### src/design/lkv_pkg.sv
package lkv_pkg;

	localparam int MAX_ENTRIES = 16;
	localparam int VALUE_BITS  = 32;

	localparam int KEY_W  = 32;
	localparam int WORD_W = 32;
	localparam int CAP_W  = 5;
	localparam int STAT_W = 3;
	localparam int CNT_W  = $clog2(MAX_ENTRIES + 1);
	localparam int CMP_W  = (CNT_W > CAP_W) ? CNT_W : CAP_W;

	localparam logic [CAP_W-1:0] CAP_RESET = CAP_W'(16);

	localparam logic REQ_ADD   = 1'b0;
	localparam logic REQ_REFER = 1'b1;

	localparam logic [STAT_W-1:0] ST_ADDED   = 3'd0;
	localparam logic [STAT_W-1:0] ST_EVICTED = 3'd1;
	localparam logic [STAT_W-1:0] ST_PRESENT = 3'd2;
	localparam logic [STAT_W-1:0] ST_HIT     = 3'd3;
	localparam logic [STAT_W-1:0] ST_MISS    = 3'd4;

	typedef logic [KEY_W-1:0]      key_t;
	typedef logic [VALUE_BITS-1:0] val_t;

endpackage

### src/design/lkv_cell.sv
module lkv_cell import lkv_pkg::*; (
	input  logic clk,
	input  logic en,
	input  key_t probe_key,
	input  key_t in_key,
	input  val_t in_value,
	output key_t key,
	output val_t value,
	output logic match
);

	key_t key_q;
	val_t value_q;

	// loads from the left neighbor (or the front mux for the head cell)
	always_ff @(posedge clk) begin
		if (en) begin
			key_q   <= in_key;
			value_q <= in_value;
		end
	end

	assign key   = key_q;
	assign value = value_q;
	assign match = (key_q == probe_key);

endmodule

### src/design/lru_key_value_cache.sv
// channel | valid     | stall     | payload
// --------+-----------+-----------+------------------------------------
// in      | in_valid  | in_stall  | req_type, key, value
// out     | out_valid | out_stall | status, read_value, evicted_key
// cfg     | cfg_we    | -         | cfg_data (capacity)
//
// an accepted request is latched in stage 1, then in the next cycle every cell
// compares its key at once and the chain shifts; the result lands in the output
// register as stage 1 advances, and a new request can be taken every cycle while
// the output register drains
// the cycle count per request is set by the single compare-and-shift step of the
// cell row, one request in flight in stage 1
// reset clears occupancy, the pipeline valids and sets capacity to 16; cell
// contents are not reset, only slots below the occupancy count are ever matched
// a stalled output holds stage 1 and the cells, so in_stall rises behind it
module lru_key_value_cache import lkv_pkg::*; (
	input  logic                     clk,
	input  logic                     arst_n,
	input  logic                     cfg_we,
	input  logic [CAP_W-1:0]         cfg_data,
	input  logic                     in_valid,
	output logic                     in_stall,
	input  logic                     req_type,
	input  logic signed [KEY_W-1:0]  key,
	input  logic [WORD_W-1:0]        value,
	output logic                     out_valid,
	input  logic                     out_stall,
	output logic [STAT_W-1:0]        status,
	output logic [WORD_W-1:0]        read_value,
	output logic signed [KEY_W-1:0]  evicted_key
);

	localparam int IDX_N = MAX_ENTRIES;

	// configuration
	logic [CAP_W-1:0] capacity_q;
	logic [CMP_W-1:0] cap_eff;

	// stage 1 request
	logic busy_s1;
	logic req_s1;
	key_t key_s1;
	val_t value_s1;

	// occupancy
	logic [CNT_W-1:0] count_q;

	// output register
	logic              out_valid_q;
	logic [STAT_W-1:0] status_q;
	logic [WORD_W-1:0] read_value_q;
	key_t              evicted_key_q;

	// cell row
	key_t cell_key   [IDX_N];
	val_t cell_value [IDX_N];
	logic [IDX_N-1:0] cell_match;
	logic [IDX_N-1:0] cell_en;

	// lookup
	logic [IDX_N-1:0] hit_vec;
	logic [IDX_N-1:0] hit_first;
	logic [IDX_N-1:0] tail_sel;
	logic             hit;
	logic [CNT_W-1:0] hit_pos;
	val_t             hit_value;
	key_t             tail_key;
	key_t             front_key;
	val_t             front_value;
	logic             evict;
	logic [CNT_W-1:0] ins_pos;
	logic [CNT_W-1:0] shift_pos;
	logic             do_shift;
	logic             adv;
	logic [STAT_W-1:0] status_d;

	// stage 1 moves on once the output register has room
	assign adv      = busy_s1 && (!out_valid_q || !out_stall);
	assign in_stall = busy_s1 && !adv;

	// capacity zero acts as one, above the row size acts as the row size
	always_comb begin
		if (capacity_q == '0) begin
			cap_eff = CMP_W'(1);
		end else if (CMP_W'(capacity_q) > CMP_W'(MAX_ENTRIES)) begin
			cap_eff = CMP_W'(MAX_ENTRIES);
		end else begin
			cap_eff = CMP_W'(capacity_q);
		end
	end

	always_ff @(posedge clk or negedge arst_n) begin
		if (!arst_n) begin
			capacity_q <= CAP_RESET;
		end else if (cfg_we) begin
			capacity_q <= cfg_data;
		end
	end

	// only occupied slots take part in the match
	always_comb begin
		for (int i = 0; i < IDX_N; i++) begin
			hit_vec[i]  = cell_match[i] && (CNT_W'(i) < count_q);
			tail_sel[i] = (CNT_W'(i) == count_q - CNT_W'(1));
		end
	end

	// lowest matching slot, one-hot, with its index
	always_comb begin
		logic seen;
		seen      = 1'b0;
		hit_first = '0;
		hit_pos   = '0;
		for (int i = 0; i < IDX_N; i++) begin
			if (hit_vec[i] && !seen) begin
				hit_first[i] = 1'b1;
				hit_pos      = CNT_W'(i);
				seen         = 1'b1;
			end
		end
	end

	assign hit = |hit_vec;

	always_comb begin
		hit_value = '0;
		tail_key  = '0;
		for (int i = 0; i < IDX_N; i++) begin
			hit_value = hit_value | (cell_value[i] & {VALUE_BITS{hit_first[i]}});
			tail_key  = tail_key | (cell_key[i] & {KEY_W{tail_sel[i]}});
		end
	end

	// insertion slot for a new key: after dropping the least recent one if full
	always_comb begin
		logic [CNT_W-1:0] n;
		evict = (CMP_W'(count_q) >= cap_eff) && (count_q != '0);
		n     = evict ? (count_q - CNT_W'(1)) : count_q;
		if (n >= CNT_W'(MAX_ENTRIES)) begin
			n = CNT_W'(MAX_ENTRIES - 1);
		end
		ins_pos = n;
	end

	// refer hit promotes its slot, add of a new key promotes the insertion slot
	always_comb begin
		if (req_s1 == REQ_REFER) begin
			do_shift    = hit;
			shift_pos   = hit_pos;
			front_key   = key_s1;
			front_value = hit_value;
			status_d    = hit ? ST_HIT : ST_MISS;
		end else begin
			do_shift    = !hit;
			shift_pos   = ins_pos;
			front_key   = key_s1;
			front_value = value_s1;
			if (hit) begin
				status_d = ST_PRESENT;
			end else if (evict) begin
				status_d = ST_EVICTED;
			end else begin
				status_d = ST_ADDED;
			end
		end
	end

	always_comb begin
		for (int i = 0; i < IDX_N; i++) begin
			cell_en[i] = adv && do_shift && (CNT_W'(i) <= shift_pos);
		end
	end

	// the cell row: each cell takes its left neighbor, the head takes the front entry
	for (genvar g = 0; g < IDX_N; g++) begin : g_cell
		if (g == 0) begin : g_head
			lkv_cell u_cell (
				.clk       (clk),
				.en        (cell_en[g]),
				.probe_key (key_s1),
				.in_key    (front_key),
				.in_value  (front_value),
				.key       (cell_key[g]),
				.value     (cell_value[g]),
				.match     (cell_match[g])
			);
		end else begin : g_body
			lkv_cell u_cell (
				.clk       (clk),
				.en        (cell_en[g]),
				.probe_key (key_s1),
				.in_key    (cell_key[g-1]),
				.in_value  (cell_value[g-1]),
				.key       (cell_key[g]),
				.value     (cell_value[g]),
				.match     (cell_match[g])
			);
		end
	end

	// stage 1 and occupancy
	always_ff @(posedge clk or negedge arst_n) begin
		if (!arst_n) begin
			busy_s1 <= 1'b0;
			count_q <= '0;
		end else begin
			if (in_valid && !in_stall) begin
				busy_s1 <= 1'b1;
			end else if (adv) begin
				busy_s1 <= 1'b0;
			end
			if (adv && (req_s1 == REQ_ADD) && !hit) begin
				count_q <= ins_pos + CNT_W'(1);
			end
		end
	end

	always_ff @(posedge clk) begin
		if (in_valid && !in_stall) begin
			req_s1   <= req_type;
			key_s1   <= key;
			value_s1 <= VALUE_BITS'(value);
		end
	end

	// output register
	always_ff @(posedge clk or negedge arst_n) begin
		if (!arst_n) begin
			out_valid_q <= 1'b0;
		end else if (adv) begin
			out_valid_q <= 1'b1;
		end else if (!out_stall) begin
			out_valid_q <= 1'b0;
		end
	end

	always_ff @(posedge clk) begin
		if (adv) begin
			status_q      <= status_d;
			read_value_q  <= (status_d == ST_HIT) ? WORD_W'(hit_value) : '0;
			evicted_key_q <= (status_d == ST_EVICTED) ? tail_key : '0;
		end
	end

	assign out_valid   = out_valid_q;
	assign status      = status_q;
	assign read_value  = read_value_q;
	assign evicted_key = evicted_key_q;

endmodule

### config.mk
export PLATFORM = sky130hd
export DESIGN_NAME = lru_key_value_cache
export DESIGN_NICKNAME = d
export VERILOG_FILES = /design/src/design/lkv_pkg.sv /design/src/design/lkv_cell.sv /design/src/design/lru_key_value_cache.sv
export SDC_FILE = /design/constraint.sdc
export NUM_CORES = 2
export LEC_CHECK = 0
export ABC_AREA = 1
export BUFFER_PORTS_ARGS = -buffer_cell sky130_fd_sc_hd__buf_2
export CAP_MARGIN = 5
export CORE_MARGIN = 4
export CORE_UTILIZATION = 55
export CTS_CLUSTER_DIAMETER = 150
export DETAILED_ROUTE_END_ITERATION = 12
export GPL_TIMING_DRIVEN = 0
export PLACE_DENSITY = 0.72
export REMOVE_ABC_BUFFERS = 1
export SLEW_MARGIN = 20
export SYNTH_ARGS = -nofsm -noshare
export SYNTH_HDL_FRONTEND = slang
export SYNTH_HIERARCHICAL = 1
export SYNTH_SLANG_ARGS = --single-unit
### constraint.sdc
create_clock -name clk -period 11.4 [get_ports clk]
set_clock_uncertainty 0.05 [all_clocks]
set_input_delay 2.28 -clock clk [delete_from_list [all_inputs] [get_ports clk]]
set_output_delay 2.28 -clock clk [all_outputs]
set_load 0.005 [all_outputs]
# Word level (Yosys, flattened, before mapping)
# Index checks and enable logic that the tools add are counted.
# word_totals
word_cells	316
inputBits	75
register_bits	1168
output_inout_bits	69
# op_classes
reduce_logical	80
muxes	60
n_addsub	2
order_cmp	35
n_bitwise	63
eq_ne	34
# op_table
operator	count
$and 32x32->32	32
$or 32x32->32	30
$eq 32x32->1	16
$mux 5	19
$logic_and 1x1->1	54
$eq 4x5->1 const A	8
$le 4x5->1 const A	8
$lt 4x5->1 const A	8
$mux 1	37
$mux 32	1
$eq 3x5->1 const A	4
$le 3x5->1 const A	4
$logic_not 1->1	20
$lt 3x5->1 const A	4
$reduce_or 16->1	1
$eq 2x5->1 const A	2
$le 1x5->1 const A	2
$le 2x5->1 const A	2
$logic_not 5->1	2
$lt 1x5->1 const A	2
$lt 2x5->1 const A	2
$mux 3	2
$add 5x1->5 const B	1
$eq 1x5->1 const A	1
12 further kinds	12

# Depth between registers and ports, before layout
# depth
word_depth	51
depth_mapped	23

# Modules after synthesis
# The synthesis kept the hierarchy.
# by_module_without_submodules
mod	seq_area_each_um2	cells_per_inst	n_inst	area_each_um2
lkv_cell	1921.8	232	16	2567.5
lru_key_value_cache	4265.3	1950	1	12993.7

# Worst setup path after synthesis
# No wires, ideal clock.
# synth_timing
path_kind	in2reg
start	input port out_stall
end	register g_cell[13].g_body.u_cell.key_q[0] (enable)
arrival_time_ps	11026
setup_slack_ps	-183
path_stages	7
cell_sequence	a21oi_1 > nand2_1 > inv_1 > nand3_1 > inv_1 > nand2_1 > a21oi_1
# synth_between
elab_chain_len	5
# synth_rtl
element	line	source
start, declared	lru_key_value_cache.sv:27	input logic out_stall,
$logic_not 1->1	--	
$logic_or 1x1->1	lru_key_value_cache.sv:78	assign adv = busy_s1 && (!out_valid_q || !out_stall);
$logic_and 1x1->1	lru_key_value_cache.sv:78	
$logic_and 1x1->1 (2 in series)	lru_key_value_cache.sv:170	cell_en[i] = adv && do_shift && (CNT_W'(i) <= shift_pos);
named net cell_en[13]	lru_key_value_cache.sv:58	logic [IDX_N-1:0] cell_en;
end signal, assigned	lkv_cell.sv:18	key_q <= in_key;
end, declared	lkv_cell.sv:12	key_t key_q;
# The timed path passes the listed nets, and every way through them passes these cells.
# A chain may end at the register's enable or synchronous reset.

# Worst setup path in the final report
# layout_timing
start	register key_s1[4], in the netlist front_key[4]
end	register g_cell[6].g_body.u_cell.key_q[9] (enable)
# layout_rtl
element	line	source
start, declared	lru_key_value_cache.sv:42	key_t key_s1;
start signal, assigned	lru_key_value_cache.sv:221	key_s1 <= key;
$eq 32x32->1 (*)	lkv_cell.sv:25	assign match = (key_q == probe_key);
named net cell_match[12]	lru_key_value_cache.sv:57	logic [IDX_N-1:0] cell_match;
$logic_and 1x1->1 (*)	lru_key_value_cache.sv:103	hit_vec[i] = cell_match[i] && (CNT_W'(i) < count_q);
$reduce_or 16->1 (*)	lru_key_value_cache.sv:123	assign hit = |hit_vec;
named net hit	lru_key_value_cache.sv:64	logic hit;
$logic_not 1->1	lru_key_value_cache.sv:154	do_shift = !hit;
$mux 1 (*)	lru_key_value_cache.sv:147	if (req_s1 == REQ_REFER) begin
$logic_and 1x1->1 (*) (2 in series)	lru_key_value_cache.sv:170	
named net cell_en[6]	lru_key_value_cache.sv:58	
end signal, assigned	lkv_cell.sv:18	
end, declared	lkv_cell.sv:12	
# The timed path passes the listed nets; every way through them passes the cells marked *.

==> metrics.cfg <==
[grt]
grt_pass1_vias = 39702
gr-total-overflow = 0
grt_usage_pct = 31.0
grt_max_degree = 44
antenna_found_initial = 4
grt_pass1_wl_um = 239000

[worst_setup_path]
worstSetupPathType = flop to flop
crit_slowest_cell = edfxtp_1
cp-end-kind = flop
worst-path-buf-inv = 7
crit_path_max_incr_delay_ns = 1.04
critPathMaxFanout = 43
cp_common_cell = nand2_1
path_cells = inv_1 > nand2_1 > nand2_1 > nor2_1 > nand2_1 > nor2_1 > nand2_1 > nor2_1 > nand2_4 > nand4_1 > nor2_1 > nand2_1 > inv_1 > ha_1 > nand2_1 > inv_6 > buf_16 > nand3_2 > nand2_4 > buf_16 > nand2_1 > inv_6 > buf_16
crit_required_ns = 11.71
worstPathArrival_ns = 7.89
path_delay_family = simple AND/OR/NAND/NOR gates
start_kind = flop

[clock_network]
cts_setup_buffers = 0
htree_levels = 3
clock_path_buffers = 3
clk_latency_ns = 0.72
cts_sinks = 1168
post_cts_resized = 0
clkTransAtPathRegs_ns = 0.07
cts_tree = yes
cts_buffers = 117
cts-root-buf = clkbuf_16
hold_buffers = 0

[floorplanning]
initial_utilization_pct = 55.7
die_y_um = 322
die_area_um2 = 103000
io_pins = 144
core_area_um2 = 97100
rows = 114
chipWidth_um = 322

[sta]
final_max_slew_viol_count = 0
fmax_mhz = 132
rsz0062_at_grt = no
hold_ws_ns = 0.390
tightestPinTransition_ns = 1.21
finalCritPeriodShare_pct = 66.5
hold_violations = 0
max-slew-margin-rel_pct = 19.0
period_needed_ns = 7.58
setup_violations = 0

[routing]
routedWlPerCell_um = 22.4
drcViolationCount = 0
wirelength_um = 163000
dr.pass1.iters = 6
vias_per_cell = 5.69
drt-initial-drc-count = 5089
ant_nets = 0
vias = 41381

[yosys]
synthSimpleGateAreaFrac_pct = 22.1
synth_top_area_share_pct = 64.2
synth_edf_count = 1156
synth-async-reset-ratio_pct = 1.03
yosys-top-cells-count = nand2_1, edfxtp_1, inv_1, nor2_1, nand3_1
synth.most_common_cell = nand2_1
synth_cell_type_count = 48
ys_warn_count = 6
yosysSeqAreaShare_pct = 64.8
syn_avg_cell_area_um2 = 9.55
synth-compound-area-share_pct = 4.82
synth_top_family_by_area = simple AND/OR/NAND/NOR gates
syn_area_um2 = 54100
synth.area.top_cells = edfxtp_1, nand2_1, inv_1
synthAdderAreaFrac_pct = 0.278
ys.flop_type = edfxtp_1
synth.largest_area_cell = edfxtp_1
synth.area.mux_share_pct = 0
synthCells = 5662
synthXorXnorAreaFrac_pct = 0.794
ys_seq_elements = 1168

[layout]
nets = 5978
stdcell_area_um2 = 62000
layout-drive-gt1-share_pct = 7.94
fill_cells = 7452
syn_to_final_growth_pct = 14.7

[power]
p_leak_nw = 26.7
ir_worst_vdd_v = 0.000161
fin_total_pwr_w = 0.0116
powerDensity_nw_per_um2 = 187

[flow_run]
max_cap_violations = 0

[status]
status = finished clean

[placed_design]
dp.final_hpwl_um = 104000
port_buffers = 143
dpl_cell_area_um2 = 58000
gp_congestion = 0.902

[min_path]
hold_class = flop to flop

[routing by layer]
metal  GRT usage [%]  wire length (um)  up-vias
met1            39.5             58100    19322
met5               0                38        -
met4            16.1              9840        6
li1                -                 -    18812
met2            50.6             75700     2603
met3            6.52             18800      638
[cell families (layout without fill, tap and decap cells)]
kind of cell,count (synthesis),after routing
AND/OR/NAND/NOR,3022,3022
flip-flops,1168,1168
buffers and inverters,1028,1359
AO/OA/AOI/OAI,383,383
XOR/XNOR,49,49
adder cells (fa/ha/maj),12,12
other,0,1
[power by group]
part / total [W] / switching, W / internal (W)
Clock: 0.00401 / 0.00172 / 0.00229
Sequential: 0.00548 / 0.000297 / 0.00519
Combinational: 0.00211 / 0.00147 / 0.000643
[placed cells by master, fill, tap and decap left out, drive strengths merged, types with 2 or more instances in the layout]
| cell | count |
|---|---|
| a2111oi | 6 |
| a211oi | 5 |
| a21oi | 100 |
| a221oi | 82 |
| a22o | 54 |
| a31oi | 7 |
| a32o | 5 |
| a41oi | 21 |
| buf | 225 |
| bufinv | 17 |
| clkbuf | 142 |
| clkinv | 55 |
| clkinvlp | 6 |
| dfrtp | 11 |
| edfxtp | 1156 |
| ha | 12 |
| inv | 914 |
| nand2 | 1888 |
| nand3 | 149 |
| nand3b | 33 |
| nand4 | 74 |
| nor2 | 864 |
| nor3 | 7 |
| nor4 | 3 |
| o2111ai | 2 |
| o211ai | 2 |
| o21ai | 94 |
| o31ai | 2 |
| or2 | 3 |
| xor2 | 49 |
[path summary, 6_finish.rpt]
| path | from | to | slack (ns) | cells past startpoint |
|---|---|---|---|---|
| max reg2reg | front_key[4] | g_cell[6].g_body.u_cell/key[9] | 3.82 | 23 |
| min reg2reg | g_cell[14].g_body.u_cell/value[0] | g_cell[15].g_body.u_cell/value[0] | 0.39 | 0 |
| max | front_key[4] | g_cell[6].g_body.u_cell/key[9] | 3.82 | 23 |
| min | g_cell[14].g_body.u_cell/value[0] | g_cell[15].g_body.u_cell/value[0] | 0.39 | 0 |
| min in group asynchronous | arst_n | capacity_q[0] | 1.40 | 1 |
| max in group asynchronous | arst_n | capacity_q[4] | 9.60 | 1 |
[registers in the layout, summed over array words and instances, names as in the netlist]
| name | count |
|---|---|
| g_cell.g_head.u_cell/value | 32 |
| g_cell.g_body.u_cell/key | 480 |
| count_q | 5 |
| busy_s1 | 1 |
| evicted_key | 32 |
| value_s1 | 32 |
| capacity_q | 5 |
| status | 3 |
| g_cell.g_head.u_cell/key | 32 |
| read_value | 32 |
| g_cell.g_body.u_cell/value | 480 |
| req_s1 | 1 |
| out_valid | 1 |
| front_key | 32 |
[area by class of cell]
| class | count | area, um^2 | share of cell area, % |
|---|---|---|---|
| sequential | 1168 | 35000 | 56.5 |
| multi-input combinational | 3466 | 15400 | 24.9 |
| timing repair buffer | 225 | 2590 | 4.17 |
| antenna | 1 | 2.50 | 0.00404 |
| clock inverter | 79 | 893 | 1.44 |
| inverter | 913 | 3460 | 5.58 |
| clock buffer | 142 | 3040 | 4.91 |
| tap | 1276 | 1600 | 2.57 |
[per-stage QoR]
stage               instances  setup TNS, ns  worst slack (ns)  util, %
floorplan                5547         -11.74            -0.183        -
global placement         6966       -6952.12             -9.84     57.6
detailed placement       7044              0              4.02     59.7
CTS                      7265              0              4.03     63.8
global route             7269              0              3.66     63.8
finish                   7270              0              3.82     63.8
Note: power is estimated with default switching activity, not from simulation.
